==> config.mk <==
export PLATFORM = sky130hd
export DESIGN_NAME = intel_hex_record_parser_core
export DESIGN_NICKNAME = d
export VERILOG_FILES = /design/src/hdl/ihex_pkg.sv /design/src/hdl/intel_hex_record_parser_core.sv /design/src/hdl/ihex_rec_asm.sv
export SDC_FILE = /design/constraint.sdc
export NUM_CORES = 1
export LEC_CHECK = 0
export BUFFER_PORTS_ARGS = -buffer_cell sky130_fd_sc_hd__clkbuf_2
export CORE_UTILIZATION = 45
export DETAILED_ROUTE_END_ITERATION = 16
export GPL_TIMING_DRIVEN = 1
export PLACE_DENSITY = 0.76
export SYNTH_ARGS = -nofsm -noshare
export SYNTH_HDL_FRONTEND = slang
export SYNTH_SLANG_ARGS = --single-unit
==> constraint.sdc <==
create_clock -name clk_i -period 5.75 [get_ports clk_i]
set_clock_uncertainty 0.05 [all_clocks]
set_input_delay 0.8625 -clock clk_i [delete_from_list [all_inputs] [get_ports clk_i]]
set_output_delay 0.8625 -clock clk_i [all_outputs]
set_load 0.02 [all_outputs]
==> src/hdl/ihex_pkg.sv <==
// Shared constants, types and a helper function for the Intel HEX record parser.
package ihex_pkg;

  // Largest number of data bytes that one record may carry
  localparam int unsigned MAX_DATA_BYTES = 16;
  localparam int unsigned DIDX_W = (MAX_DATA_BYTES > 1) ? $clog2(MAX_DATA_BYTES) : 1;

  // Field widths fixed by the result format
  localparam int unsigned POS_W    = 6;
  localparam int unsigned CNT_W    = 5;
  localparam int unsigned ADDR_W   = 16;
  localparam int unsigned DATA_W   = 64;
  localparam int unsigned IN_TDATA_W  = 8;
  localparam int unsigned OUT_TDATA_W = 160;

  // Characters with a meaning of their own
  localparam logic [7:0] CHAR_LF    = 8'h0a;
  localparam logic [7:0] CHAR_CR    = 8'h0d;
  localparam logic [7:0] CHAR_COLON = 8'h3a;

  typedef struct packed {
    logic       ok;
    logic [3:0] val;
  } hex_digit_t;

  // One finished record, address not yet adjusted for word mode
  typedef struct packed {
    logic [CNT_W-1:0]  data_count;
    logic [ADDR_W-1:0] load_address;
    logic [7:0]        record_type;
    logic [DATA_W-1:0] data_low;
    logic [DATA_W-1:0] data_high;
    logic              checksum_ok;
    logic              format_error;
  } ihex_res_t;

  // Decode one ASCII hex digit, either case
  function automatic hex_digit_t hex_value(input logic [7:0] c);
    hex_digit_t r;
    r.ok  = 1'b1;
    r.val = 4'd0;
    if (c >= 8'h30 && c <= 8'h39) begin
      r.val = 4'(c - 8'h30);
    end else if (c >= 8'h41 && c <= 8'h46) begin
      r.val = 4'(c - 8'h37);
    end else if (c >= 8'h61 && c <= 8'h66) begin
      r.val = 4'(c - 8'h57);
    end else begin
      r.ok = 1'b0;
    end
    return r;
  endfunction

endpackage

==> src/hdl/intel_hex_record_parser_core.sv <==
// Intel HEX record parser top level: stream ports, word-mode register, result register.
// The result is registered: it appears on the master side in the cycle after the line feed is accepted.
// Throughput: one character per cycle; the result register frees itself the cycle it is taken.
// The slave side stalls only while a finished result waits and the master side is not ready.
// Reset: asynchronous active low; clears the record state, empties the result register
// and sets word address mode to 1.
module intel_hex_record_parser_core (
  input  logic                                 clk_i,
  input  logic                                 rst_ni,
  // configuration: word_address_mode
  input  logic                                 cfg_we_i,
  input  logic [0:0]                           cfg_wdata_i,
  // slave side: [7:0] char_in
  input  logic                                 s_axis_tvalid,
  output logic                                 s_axis_tready,
  input  logic [ihex_pkg::IN_TDATA_W-1:0]      s_axis_tdata,
  // master side: [4:0] data_count, [20:5] load_address, [28:21] record_type,
  // [92:29] data_low, [156:93] data_high, [157] checksum_ok, [158] format_error,
  // [159] zero
  output logic                                 m_axis_tvalid,
  input  logic                                 m_axis_tready,
  output logic [ihex_pkg::OUT_TDATA_W-1:0]     m_axis_tdata
);
  import ihex_pkg::*;

  logic                    word_mode_q;
  logic                    s_accept;
  logic                    res_valid;
  ihex_res_t               res;
  logic [ADDR_W-1:0]       addr_rep;
  logic                    out_valid_q, out_valid_d;
  logic [OUT_TDATA_W-1:0]  out_data_q, out_data_d;

  assign s_axis_tready = !out_valid_q || m_axis_tready;
  assign s_accept      = s_axis_tvalid && s_axis_tready;

  // Hold the word address mode register
  always_ff @(posedge clk_i or negedge rst_ni) begin
    if (!rst_ni) begin
      word_mode_q <= 1'b1;
    end else if (cfg_we_i) begin
      word_mode_q <= cfg_wdata_i[0];
    end
  end

  ihex_rec_asm u_asm (
    .clk_i        (clk_i),
    .rst_ni       (rst_ni),
    .char_valid_i (s_accept),
    .char_i       (s_axis_tdata),
    .res_valid_o  (res_valid),
    .res_o        (res)
  );

  // Load a finished record into the result register, drop it once taken
  always_comb begin
    addr_rep    = word_mode_q ? {1'b0, res.load_address[ADDR_W-1:1]} : res.load_address;
    out_valid_d = out_valid_q;
    out_data_d  = out_data_q;
    if (res_valid) begin
      out_valid_d = 1'b1;
      out_data_d  = {1'b0, res.format_error, res.checksum_ok, res.data_high, res.data_low,
                     res.record_type, addr_rep, res.data_count};
    end else if (m_axis_tready) begin
      out_valid_d = 1'b0;
    end
  end

  always_ff @(posedge clk_i or negedge rst_ni) begin
    if (!rst_ni) begin
      out_valid_q <= 1'b0;
    end else begin
      out_valid_q <= out_valid_d;
    end
  end

  always_ff @(posedge clk_i) begin
    out_data_q <= out_data_d;
  end

  assign m_axis_tvalid = out_valid_q;
  assign m_axis_tdata  = out_data_q;

  // A result only appears after an accepted line feed
  a_rise_after_lf: assert property (@(posedge clk_i) disable iff (!rst_ni)
    $rose(m_axis_tvalid) |-> $past(s_accept && s_axis_tdata == CHAR_LF))
    else $error("result word without a line feed");

  // A record closed by a line feed always produces a word
  a_lf_gives_word: assert property (@(posedge clk_i) disable iff (!rst_ni)
    res_valid |=> m_axis_tvalid)
    else $error("closed record produced no word");

  // A held word is never overwritten while the master side stalls
  a_no_overwrite: assert property (@(posedge clk_i) disable iff (!rst_ni)
    m_axis_tvalid && !m_axis_tready |-> !res_valid)
    else $error("result register overwritten while stalled");

endmodule

==> src/hdl/ihex_rec_asm.sv <==
// Record assembler: takes one character per cycle and builds the record fields.
module ihex_rec_asm (
  input  logic               clk_i,
  input  logic               rst_ni,
  input  logic               char_valid_i,
  input  logic [7:0]         char_i,
  output logic               res_valid_o,
  output ihex_pkg::ihex_res_t res_o
);
  import ihex_pkg::*;

  logic                     in_rec_q, in_rec_d;
  logic [POS_W-1:0]         pos_q, pos_d;
  logic [3:0]               nib_q, nib_d;
  logic [7:0]               count_q, count_d;
  logic [ADDR_W-1:0]        addr_q, addr_d;
  logic [7:0]               type_q, type_d;
  logic [7:0]               data_q [MAX_DATA_BYTES];
  logic [7:0]               data_d [MAX_DATA_BYTES];
  logic [7:0]               sum_q, sum_d;
  logic [7:0]               chk_q, chk_d;
  logic                     err_q, err_d;

  hex_digit_t               hv;
  logic [CNT_W-1:0]         taken;
  logic [POS_W-1:0]         data_end;
  logic [POS_W-1:0]         rec_end;
  logic [7:0]               byte_w;
  logic [POS_W-1:0]         pos_off;
  logic [DIDX_W-1:0]        didx;
  logic [2*DATA_W-1:0]      packed_w;

  // Decode the character and the record geometry
  always_comb begin
    hv       = hex_value(char_i);
    taken    = (count_q > MAX_DATA_BYTES) ? CNT_W'(MAX_DATA_BYTES) : count_q[CNT_W-1:0];
    data_end = POS_W'(8) + POS_W'({taken, 1'b0});
    rec_end  = data_end + POS_W'(2);
    byte_w   = {nib_q, hv.val};
    pos_off  = pos_q - POS_W'(8);
    didx     = pos_off[DIDX_W:1];
  end

  // Advance the record state on each accepted character
  always_comb begin
    in_rec_d    = in_rec_q;
    pos_d       = pos_q;
    nib_d       = nib_q;
    count_d     = count_q;
    addr_d      = addr_q;
    type_d      = type_q;
    data_d      = data_q;
    sum_d       = sum_q;
    chk_d       = chk_q;
    err_d       = err_q;
    res_valid_o = 1'b0;
    if (char_valid_i) begin
      if (char_i == CHAR_COLON) begin
        // open a new record, drop whatever was in progress
        in_rec_d = 1'b1;
        pos_d    = '0;
        nib_d    = '0;
        count_d  = '0;
        addr_d   = '0;
        type_d   = '0;
        for (int i = 0; i < MAX_DATA_BYTES; i++) begin
          data_d[i] = '0;
        end
        sum_d    = '0;
        chk_d    = '0;
        err_d    = 1'b0;
      end else if (in_rec_q && char_i != CHAR_CR) begin
        if (char_i == CHAR_LF) begin
          in_rec_d    = 1'b0;
          res_valid_o = 1'b1;
        end else if (!hv.ok) begin
          err_d = 1'b1;
        end else if (pos_q < rec_end) begin
          pos_d = pos_q + POS_W'(1);
          if (!pos_q[0]) begin
            nib_d = hv.val;
          end else begin
            if (pos_q == POS_W'(1)) begin
              count_d = byte_w;
            end else if (pos_q == POS_W'(3)) begin
              addr_d = {byte_w, addr_q[7:0]};
            end else if (pos_q == POS_W'(5)) begin
              addr_d = {addr_q[15:8], byte_w};
            end else if (pos_q == POS_W'(7)) begin
              type_d = byte_w;
            end else if (pos_q < data_end) begin
              data_d[didx] = byte_w;
            end else begin
              chk_d = byte_w;
            end
            if (pos_q < data_end) begin
              sum_d = sum_q + byte_w;
            end
          end
        end
      end
    end
  end

  // Hold the record state
  always_ff @(posedge clk_i or negedge rst_ni) begin
    if (!rst_ni) begin
      in_rec_q <= 1'b0;
      pos_q    <= '0;
      nib_q    <= '0;
      count_q  <= '0;
      addr_q   <= '0;
      type_q   <= '0;
      for (int i = 0; i < MAX_DATA_BYTES; i++) begin
        data_q[i] <= '0;
      end
      sum_q    <= '0;
      chk_q    <= '0;
      err_q    <= 1'b0;
    end else begin
      in_rec_q <= in_rec_d;
      pos_q    <= pos_d;
      nib_q    <= nib_d;
      count_q  <= count_d;
      addr_q   <= addr_d;
      type_q   <= type_d;
      data_q   <= data_d;
      sum_q    <= sum_d;
      chk_q    <= chk_d;
      err_q    <= err_d;
    end
  end

  // Form the result from the current record state
  always_comb begin
    packed_w = '0;
    for (int i = 0; i < MAX_DATA_BYTES; i++) begin
      packed_w[8*i +: 8] = data_q[i];
    end
    res_o.data_count   = taken;
    res_o.load_address = addr_q;
    res_o.record_type  = type_q;
    res_o.data_low     = packed_w[DATA_W-1:0];
    res_o.data_high    = packed_w[2*DATA_W-1:DATA_W];
    res_o.checksum_ok  = (chk_q == 8'(8'd0 - sum_q));
    res_o.format_error = err_q || (count_q > MAX_DATA_BYTES) || (pos_q < rec_end);
  end

  // The digit position never runs past the checksum of the current record
  a_pos_bound: assert property (@(posedge clk_i) disable iff (!rst_ni)
    pos_q <= rec_end)
    else $error("digit position past end of record");

  // A colon always restarts the record at its first digit
  a_colon_restart: assert property (@(posedge clk_i) disable iff (!rst_ni)
    char_valid_i && char_i == CHAR_COLON |=> in_rec_q && pos_q == '0 && !err_q)
    else $error("colon did not restart the record");

  // A line feed closes the record
  a_lf_close: assert property (@(posedge clk_i) disable iff (!rst_ni)
    res_valid_o |=> !in_rec_q)
    else $error("record still open after line feed");

endmodule

# Word-level counts from Yosys, hierarchy flattened
# Index checks and enable logic that the tools add are counted.
# W data, S select, Z words.
[op_classes] add_sub_neg=9 n_eq_ne=16 n_reduce_logical=32 n_mux=90 n_lt_le_gt_ge=11 bitwise=1
[ops] op="$mux W128" n=11
[ops] op="$mux W8" n=37
[ops] op="$bwmux W128" n=1
[ops] op="$mux W16" n=8
[ops] op="$mux W4" n=9
[ops] op="$demux W8 S4" n=1
[ops] op="$mux W6" n=5
[ops] op="$reduce_and A11 Y1" n=2
[ops] op="$reduce_bool A2 Y1" n=11
[ops] op="$ge A8 B7 Y1 const B" n=2
[ops] op="$le A8 B7 Y1 const B" n=2
[ops] op="$mux W1" n=16
[ops] op="$mux W15" n=1
[ops] op="$reduce_and A7 Y1" n=2
[ops] op="$eq A6 B3 Y1 const B" n=2
[ops] op="$lt A6 B6 Y1" n=2
[ops] op="$ne A2 B1 Y1 const B" n=6
[ops] op="$reduce_and A10 Y1" n=1
[ops] op="$reduce_and A9 Y1" n=1
[ops] op="$add A8 B8 Y8" n=1
[ops] op="$eq A8 B4 Y1 const B" n=1
[ops] op="$eq A8 B6 Y1 const B" n=1
[ops] op="$eq A8 B8 Y1" n=1
[ops] op="$ge A8 B6 Y1 const B" n=1
[ops] op="25 further kinds" n=34
[totals] word_cells=189 in_bits=14 regBits=349

# Longest topological paths before layout
# Gate-level depths: netlist of run 1.
[logic_depth] word_depth=18 mapped_depth=16 ltp_nobuf=14

# Cells and area by module
# Synthesis of run 1 repeated with hierarchy kept, for this count alone.
[hier_totals] cells_unflattened=903 area_unflattened_um2=13782.0
[by_module_without_submodules] module="ihex_rec_asm" cells_per_inst=718 area_each_um2=8675.8 n_inst=1
[by_module_without_submodules] module="intel_hex_record_parser_core" cells_per_inst=185 area_each_um2=5106.1 n_inst=1

# Worst setup path after synthesis of run 1
# Ideal clock, no wire load.
[synth_path] path_kind="in2reg" start="input port m_axis_tready" end="register out_data_q[0], in the netlist m_axis_tdata[0] (enable)" slack_ps=294 setup_ps=512 arrival_ps=4894 path_buffers=0 path_stages=4 path_cell_list="nand2b_1 -> nand3_1 -> or3b_2 -> inv_1"
[synth_via] elab_chain_cells=3
[synth_rtl] element="start, declared" line_no="intel_hex_record_parser_core.sv:21" text="input logic m_axis_tready,"
[synth_rtl] element="$logic_or A1 B1 Y1" line_no="intel_hex_record_parser_core.sv:34" text="assign s_axis_tready = !out_valid_q || m_axis_tready;"
[synth_rtl] element="$logic_and A1 B1 Y1" line_no="intel_hex_record_parser_core.sv:35" text="assign s_accept = s_axis_tvalid && s_axis_tready;"
[synth_rtl] element="$mux W1" line_no="ihex_rec_asm.sv:57" text="if (char_valid_i) begin"
[synth_rtl] element="end signal, assigned" line_no="intel_hex_record_parser_core.sv:78" text="out_data_q <= out_data_d;"
[synth_rtl] element="end, declared" line_no="intel_hex_record_parser_core.sv:32" text="logic [OUT_TDATA_W-1:0] out_data_q, out_data_d;"
# Every way passes these cells.
# A chain may end at the register's enable or synchronous reset.

==> results.txt, run 1 <==
The flow ran to the end, and the final reports show no timing, DRC or antenna violations. The number of global-route vias before repair came out at 8808. The clock insertion delay at the later pin of the skew report came out at between 0.5 and 0.6 ns. Among all stages on the critical path, the largest delay is contributed by a21boi_1. The count of synthesis-stage warnings from yosys came out at 0. STA classifies the critical path startpoint as a register. The share of synthesized area in the top cell type comes to 0.340.

The number of pins exceeding their max-slew limit in the final report is 0. The logic gate share of total power is 0.072. With fillers left out, the area of the finished cells amounts to ~0.016 mm^2.

Walking the worst path, the cells encountered are o41a_1, nor2_1, nand2_1, inv_1, ha_1, xor2_1, xnor2_1, ha_1, a21oi_1, nand2_1, a21oi_1, buf_4, nand4_1, a21boi_1, mux2_1. The clock passes through at most 3 buffers. The relative max-transition margin came out at 0.267. The number of antenna violations at the first check in global routing came out at 0. The total of hold buffers inserted after clock tree synthesis is 0. The post-CTS setup repair buffer count is 0. The post-synthesis register bit count came out at 349. The final layout contains routed wiring with a total length of 31300 um. The global-route congestion overflow total came out at 0. The floorplan row count is 64. The dominant synthesized flop cell is dfrtp_1. The initial core utilization is 0.458.

The mean post-synth cell area is 13.7 um^2. The worst register-to-register path begins at u_asm.count_q[0]$_DFFE_PN0P_. The first global-routing pass estimated just under 50000 um of wire. By count the netlist is led by dfrtp_1 (189), nand2_1 (166), edfxtp_1 (159). The maximum number of pins on one net before global-route repair came out at 84. In the routed layout, each cell is associated on average with a via count of roughly 5.5.

The number of synthesized flops with an enable pin is 159. The number of inserted filler cells in the final layout is 2509. In this design, the largest share of critical-path delay is due to compound AO/OA/AOI/OAI gates. The die is 179 um tall. The part of the Yosys area used for sequential elements came out at 0.678.

Max-cap violations in this run came to 0. The share of synthesized flip-flops with an asynchronous set or reset came out at 0.544. The clock slew seen by the registers of the worst setup and hold paths came out at about 0.06 ns.

The number of DRC violations after detailed routing is 0. The slew at the pin with the worst max-slew slack is approximately 1.1 ns. The register share of total power is 0.515. The most common cell in the synthesized netlist is dfrtp_1. Setup repair after global routing left no endpoint under its margin. Across the VDD grid, the largest voltage drop is ~0.17 mV. The global-route total usage across every layer is 0.198. The count of endpoints failing setup in the final report is 0.

The number of I/O pins is 176. The final worst hold slack came out at ~0.3 ns. The number of diodes added for antenna fixing came out at 0. The H-tree level count came out at 2. STA classifies the critical path endpoint as a register.

At the worst endpoint, the arrival time is about 4.4 ns. The total power divided by cell area is ~320 mW/mm^2. The wire length per cell after detailed routing came out at 19.2 um. The maximum net fanout on the critical path came out at 12. The synthesized netlist occupies a cell area of about 0.014 mm^2. The net count of the finished layout is between 1k and 1.5k.

The standard cell area after detailed placement is 0.0154 mm^2. The leakage power figure is about 7.2 nW. The final route contains roughly 8.9k vias. The fraction of power consumed by the clock network is 0.414. The estimated wirelength of the detail-placed design came out at between 20000 and 25000 um.

The share of final-layout standard cells stronger than drive strength 1 came out at 0.237. Of the total power, the share spent switching nets is 0.235. The final setup TNS came out at 0 ns.

The area of the core region is approximately 0.031 mm^2. STA puts the critical path data required time at about 6.1 ns. Relative to the synthesized area, the layout overhead comes to 17.0%. On the worst path, the slowest cell contributes a delay of between 0.7 and 0.8 ns. The share of the clock period used by the worst path after layout is 0.715. The root buffer cell chosen for the clock tree is clkbuf_16. For this run, the top clock speed supported by timing is 0.243 GHz. The total number of clock tree sinks came out at 349. The number of port buffers came out at 174. The die is 179 um wide.

Measured in cells, the most critical reg-to-reg path has a length of 15. The TritonCTS clock tree is yes. The switching power total came out at approximately 0.0012 W. The worst hold path belongs to the class in -> async. After technology mapping, the gate count stands at 1024.

Counting distinct cell types in the post-synthesis netlist gives between 70 and 80. The number of clock buffers inserted by TritonCTS came out at 35. The first routing iteration left between 700 and 800 violations. The cell-internal power is ~0.0040 W.

The category of the critical setup timing path is reg -> reg. The weighted congestion at the end of routability-driven global placement came out at 0.880. The first-pass iteration count of the detailed router came out at 5. The net count after synthesis is between 1k and 1.5k.

The floorplan step defined a die boundary enclosing ~0.032 mm^2. Together, buffers and inverters on the worst path number 2. The destination of the worst register-to-register timing path is u_asm.type_q[2]$_DFFE_PN0P_.

After clock tree synthesis, the repair step resized 0 gates. The largest total area in the synthesized netlist belongs to edfxtp_1. Yosys attributes the largest share of cell area to edfxtp_1 (34%), dfrtp_1 (34%), mux2i_1 (5.1%), nand2_1 (4.4%), o22ai_1 (2.8%). The final-report hold violation count came out at 0. The detail route stage leaves a number of antenna-violating nets equal to 0. The register-to-register path setup slack is around 1.6 ns. The final critical path time including I/O delays and setup came out at 4.11 ns.
worst reg2reg max path, stage by stage, from the launching register on:
cell,delay [ns]
dfrtp_1,0.43
o41a_1,0.45
nor2_1,0.13
nand2_1,0.12
inv_1,0.12
ha_1,0.17
xor2_1,0.22
xnor2_1,0.16
ha_1,0.28
a21oi_1,0.14
nand2_1,0.08
a21oi_1,0.12
buf_4,0.21
nand4_1,0.11
a21boi_1,0.79
mux2_1,0.39
logic make-up after synthesis:
| kind of cell | synth area share |
|---|---|
| flops | 0.678 |
| other cells | 0.000267 |
| buf+inv | 0.0225 |
| compound gates | 0.0899 |
| fa+ha+maj | 0.0237 |
| simple gates | 0.106 |
| mux | 0.0689 |
| xor+xnor | 0.0106 |
layer usage:
metal / routed length [um] / share of wire / track usage
met1: 13700 / 0.44 / 0.274
met2: 14800 / 0.47 / 0.318
met3: 2000 / 0.064 / 0.0333
met4: 792 / 0.025 / 0.0621
met5: 0 / 0 / 0
final cells by class:
type | count | area, um^2 | area share
inverter | 30 | 118 | 0.00715
timing repair buffer | 188 | 997 | 0.0606
sequential | 349 | 9530 | 0.579
tap | 396 | 495 | 0.0301
clock inverter | 11 | 104 | 0.00631
multi-input combinational | 601 | 4220 | 0.256
clock buffer | 51 | 986 | 0.0599
cell usage in the layout (no fill, tap or decap), drive strengths merged, types with 3 or more instances in the layout:
cell type  Yosys  final
clkbuf        32    225
dfrtp        189    189
nand2        166    166
edfxtp       159    159
mux2i         72     72
o22ai         64     64
nor2          46     46
inv           30     30
ha            25     25
mux2          22     22
o21ai         18     18
o2bb2ai       17     17
a21oi         16     16
a22o          15     15
buf           12     14
nor3          13     13
nand3         12     12
a21o          11     11
clkinv         0     10
xnor2          9      9
xor2           8      8
nor2b          7      7
nor4           7      7
or3            5      5
and2           5      5
and3           5      5
a31oi          4      4
o21a           4      4
o2111ai        3      3
or3b           3      3
nand3b         3      3
nand4          3      3
registers in the layout (all words and copies together), names as in the netlist:
signal,flops
u_asm.count_q,8
u_asm.in_rec_q,1
u_asm.pos_q,6
u_asm.err_q,1
u_asm.nib_q,4
m_axis_tvalid,1
m_axis_tdata,159
u_asm.sum_q,8
u_asm.chk_q,8
u_asm.type_q,8
u_asm.addr_q,16
u_asm.res_o,128
word_mode_q,1
metrics by stage:
stage / power (W) / std cells / utilization / worst slack, ns
floorplan: 0.00296 / 1024 / - / 0.294
global placement: 0.00309 / 1564 / 0.501 / 1.77
detailed placement: 0.00310 / 1564 / 0.501 / 1.66
CTS: 0.00524 / 1626 / 0.536 / 1.63
global route: 0.00539 / 1626 / 0.536 / 1.22
finish: 0.00521 / 1626 / 0.536 / 1.64
power groups by stage:
stage / Combinational [W] / Clock, W / Sequential (W)
global route: 0.000415 / 0.00229 / 0.00269
global placement: 0.000363 / 0 / 0.00273
finish: 0.000375 / 0.00216 / 0.00268
detailed placement: 0.000367 / 0 / 0.00273
floorplan: 0.000254 / 0 / 0.00270
CTS: 0.000370 / 0.00219 / 0.00268
worst max-delay path by stage:
stage	start	endpoint	cells past startpoint
6_report	u_asm.count_q[0]$_DFFE_PN0P_	u_asm.type_q[2]$_DFFE_PN0P_	15
5_1_grt	u_asm.count_q[0]$_DFFE_PN0P_	u_asm.type_q[2]$_DFFE_PN0P_	15
4_1_cts	u_asm.count_q[0]$_DFFE_PN0P_	u_asm.type_q[2]$_DFFE_PN0P_	15
3_5_place_dp	s_axis_tdata[0]	u_asm.sum_q[6]$_DFFE_PN0P_	14
3_3_place_gp	s_axis_tdata[0]	u_asm.sum_q[6]$_DFFE_PN0P_	14
2_1_floorplan	m_axis_tready	m_axis_tdata[0]$_DFFE_PP_	4
(Power assumes the default switching activity.)
==> run 2, diff against run 1 <==
--- a/config.mk
+++ b/config.mk
@@ -9,7 +9,7 @@
 export CORE_UTILIZATION = 45
 export DETAILED_ROUTE_END_ITERATION = 16
 export GPL_TIMING_DRIVEN = 1
-export PLACE_DENSITY = 0.76
+export PLACE_DENSITY = 0.79
 export SYNTH_ARGS = -nofsm -noshare
 export SYNTH_HDL_FRONTEND = slang
 export SYNTH_SLANG_ARGS = --single-unit
==> constraint.sdc (replaced) <==
create_clock -name clk_i -period 3.5 [get_ports clk_i]
set_clock_uncertainty 0.05 [all_clocks]
set_input_delay 0.525 -clock clk_i [delete_from_list [all_inputs] [get_ports clk_i]]
set_output_delay 0.525 -clock clk_i [all_outputs]
set_load 0.02 [all_outputs]
==> run 2 against run 1 <==
Clock-buffer cell count decreased by 7. Fmax up 19%. Final cell count increased by 3.5%. Setup slack worse by 1.6 ns. Utilization grew 3.4 points. Critical path depth grew 1. Wire length increased by 9.8%. Sequential share of layout area fell by 3.4 points. Non-clock buffer count increased by 53. Hold slack got worse by 0.29 ns. Global-route usage up 1.3 points.
==> results.txt, run 2 (synthesis gave the netlist of run 1 again) <==
The final-report hold violation count came out at 0 (unchanged). The worst min-delay path category is in -> async. The number of antenna violations at the first check in global routing was 0 (unchanged). The number of diodes added for antenna fixing came out at 0 (unchanged). The total number of clock tree sinks came out at 349 (unchanged).

The worst path buffer plus inverter count came out at 3 (+1). The worst setup path is launched from a register. The remaining antenna violation count is 0 (unchanged). The number of DRC violations after detailed routing is 0 (unchanged). The slew at the pin with the worst max-slew slack is 0.774 ns (-0.324 ns). The number of flip-flops in the largest register came out at 159 (unchanged).

The estimated wirelength of the detail-placed design was 21900 um (+6.0%). The share of the clock period used by the worst path after layout is 0.988 (+0.273). The logic gate share of total power is 0.078 (+0.006). The count of non-filler cells in the finished layout came to 1683 (+3.5%). The highest clock frequency the design can meet is 0.289 GHz (+19%). The x dimension of the die came out at 179 um (unchanged). Leaving out fill and tap cells, the most frequent cell in the layout is dfrtp_1. The count of endpoints failing setup in the final report came out at 0 (unchanged). The worst IR drop on VDD is 0.347 mV (+100%). The number of port buffers came to 174 (unchanged). The per-cell via count in the routed design came out at 5.59 (+1.6%). The share of final-layout standard cells stronger than drive strength 1 came out at 0.318 (+0.0812). The worst slack after detailed placement is -0.0807 ns (-1.74 ns).

The arrival time reported for the critical path endpoint is 3.84 ns (-0.60 ns). The maximum number of pins on one net before global-route repair came to 132 (+57%). The relative max-transition margin came to 0.484 (+0.218). The worst-case setup margin in the final layout is 0.0432 ns (-1.60 ns). The cell-internal power is 0.00669 W (+68%).

The H-tree level count came out at 2 (unchanged). The first-pass iteration count of the detailed router is 5 (unchanged). The initial core utilization was 0.458 (unchanged). The global-route total usage across every layer came out at 0.210 (+0.0127). The weighted congestion at the end of routability-driven global placement came out at 0.881 (+0.13%).

The number of inserted filler cells in the final layout is 2418 (-3.6%). The critical path's most frequent cell is buf_6. The clock slew seen by the registers of the worst setup and hold paths is 0.06 ns (about the same). The global-route wire length before repair is 51200 um (+5.1%). The number of clock buffers inserted by TritonCTS came out at 36 (+2.9%). The height of the die is 179 um (unchanged).

The global-route congestion overflow total came out at 0 (unchanged). The floorplan row count is 64 (unchanged). The number of pins exceeding their max-slew limit in the final report came to 0 (unchanged). The stage delay of the slowest cell on the critical path is 0.45 ns (-0.34 ns). The switching power total came out at 0.00218 W (+78%).

The post-layout net count came to 1299 (+4.3%). The violation count after the first detailed-routing iteration was 795 (+1.4%). The number of global-route vias before repair came out at 9085 (+3.1%). The clock insertion delay at the later pin of the skew report is 0.53 ns (about the same). In the layout the commonest cells are dfrtp_1 (189), clkbuf_2 (173), nand2_1 (162). The total via count after detailed routing is 9407 (+5.1%). The leakage power figure is 7.68 nW (+6.5%). The detailed-route wire length came out at 34400 um (+9.8%). The number of maximum-capacitance constraint violations came out at 0 (unchanged). The final critical path time including I/O delays and setup is 3.46 ns (-0.653 ns).

The area growth from synthesis to final layout came out at 24.4%. The category of the critical setup timing path is reg -> reg. The slowest stage of the critical path is the o41a_1 cell. Setup repair after global routing could not meet its margin everywhere. The placed cell count came out at 1605 (+2.6%).

TritonCTS built the clock tree. The required time reported for the critical path endpoint came out at 3.88 ns (-2.20 ns). The fraction of power consumed by the clock network is 0.425 (+0.011). The maximum buffer depth of the clock tree came out at 3 (unchanged). The maximum net fanout on the critical path is 8 (-4). The area of the core region came out at 0.0307 mm^2 (unchanged). The switching share of power came to 0.245 (+0.0107).

The critical path goes through o41a_1, nor2_2, and2_4, buf_6, ha_4, nand2_4, xnor2_2, ha_1, a21oi_2, nand2_2, a21oi_4, buf_6, nand4_4, clkbuf_16, nor2_8, mux2i_1. The die area is 0.0319 mm^2 (unchanged). The total power divided by cell area is 507 mW/mm^2 (+60%). The register share of total power is 0.497 (-0.018).

The root buffer cell is clkbuf_16. Among cell families on the critical path, the largest total delay comes from simple AND/OR/NAND/NOR gates. The run finished with clean final reports. STA classifies the critical path endpoint as a register. The number of I/O pins is 176 (unchanged). The wire length per cell after detailed routing is 20.4 um (+6.1%).
-- run 2: cell types whose count changed in the layout (fill, tap and decap cells not counted), sizes merged --
cell      change
clkinv        +4
bufinv        +1
inv           +3
clkinvlp      +3
clkbuf        -6
buf          +52
-- run 2: power groups by stage --
stage | Combinational, W | Clock, W | Sequential, W
3_3_place_gp | 0.000627 | 0 | 0.00448
2_1_floorplan | 0.000420 | 0 | 0.00444
6_report | 0.000690 | 0.00377 | 0.00441
5_1_grt | 0.000760 | 0.00398 | 0.00441
4_1_cts | 0.000655 | 0.00382 | 0.00441
3_5_place_dp | 0.000646 | 0 | 0.00449
-- run 2: final timing paths --
kind | from | endpoint | slack, ns | cells after the start
min reg2reg | u_asm.res_o[28]$_DFFE_PN0P_ | m_axis_tdata[119]$_DFFE_PP_ | 0.39 | 0
min | rst_ni | u_asm.addr_q[5]$_DFFE_PN0P_ | 0.01 | 1
max in group asynchronous | rst_ni | u_asm.sum_q[1]$_DFFE_PN0P_ | 2.50 | 2
max reg2reg | u_asm.count_q[3]$_DFFE_PN0P_ | u_asm.res_o[30]$_DFFE_PN0P_ | 0.04 | 16
min in group clk_i | cfg_wdata_i | word_mode_q$_DFFE_PN1P_ | 0.19 | 2
max | u_asm.count_q[3]$_DFFE_PN0P_ | u_asm.res_o[30]$_DFFE_PN0P_ | 0.04 | 16
-- run 2: metrics by stage --
step            util  TNS (ns)  hold slack, ns  power, W  area (um^2)
6_report       0.570         0          0.0127   0.00887        17500
2_1_floorplan      -    -38.40           0.179   0.00486        14100
5_1_grt        0.570     -7.28          0.0691   0.00915        17500
3_3_place_gp   0.516         0           0.381   0.00511        15800
3_5_place_dp   0.516    -0.131           0.380   0.00513        15800
4_1_cts        0.554         0          0.0488   0.00888        17000
-- run 2: worst register-to-register path, cell delays in order (launching register included) --
cell and delay [ns]:
dfrtp_1 0.40, o41a_1 0.45, nor2_2 0.15, and2_4 0.18, buf_6 0.10, ha_4 0.13, nand2_4 0.05, xnor2_2 0.14
ha_1 0.34, a21oi_2 0.16, nand2_2 0.08, a21oi_4 0.16, buf_6 0.12, nand4_4 0.13, clkbuf_16 0.28, nor2_8 0.22
mux2i_1 0.23
-- run 2: routing by layer --
metal | vias up | track usage | wire length (um) | part of all wire
met3 | 74 | 0.0307 | 1860 | 0.054
li1 | 4214 | - | - | -
met5 | - | 0 | 0 | 0
met4 | 0 | 0.0629 | 891 | 0.026
met2 | 342 | 0.349 | 17000 | 0.49
met1 | 4777 | 0.287 | 14600 | 0.42
-- run 2: final cells by class --
class	count	area (um^2)	area share
Multi-Input combinational cell	601	4580	0.262
Timing Repair Buffer	241	1600	0.0915
Clock inverter	22	199	0.0114
Tap cell	396	495	0.0283
Clock buffer	44	961	0.0550
Sequential cell	349	9530	0.545
Inverter	30	116	0.00665
-- run 2: timing repair --
action / CTS / global route
setup endpoints to repair: 13 / 174
gates cloned: 0 / 1
resized for setup: 2 / 73
buffers inserted: 1 / 11
pin swaps: 1 / 48
hold buffers: 0 / 0
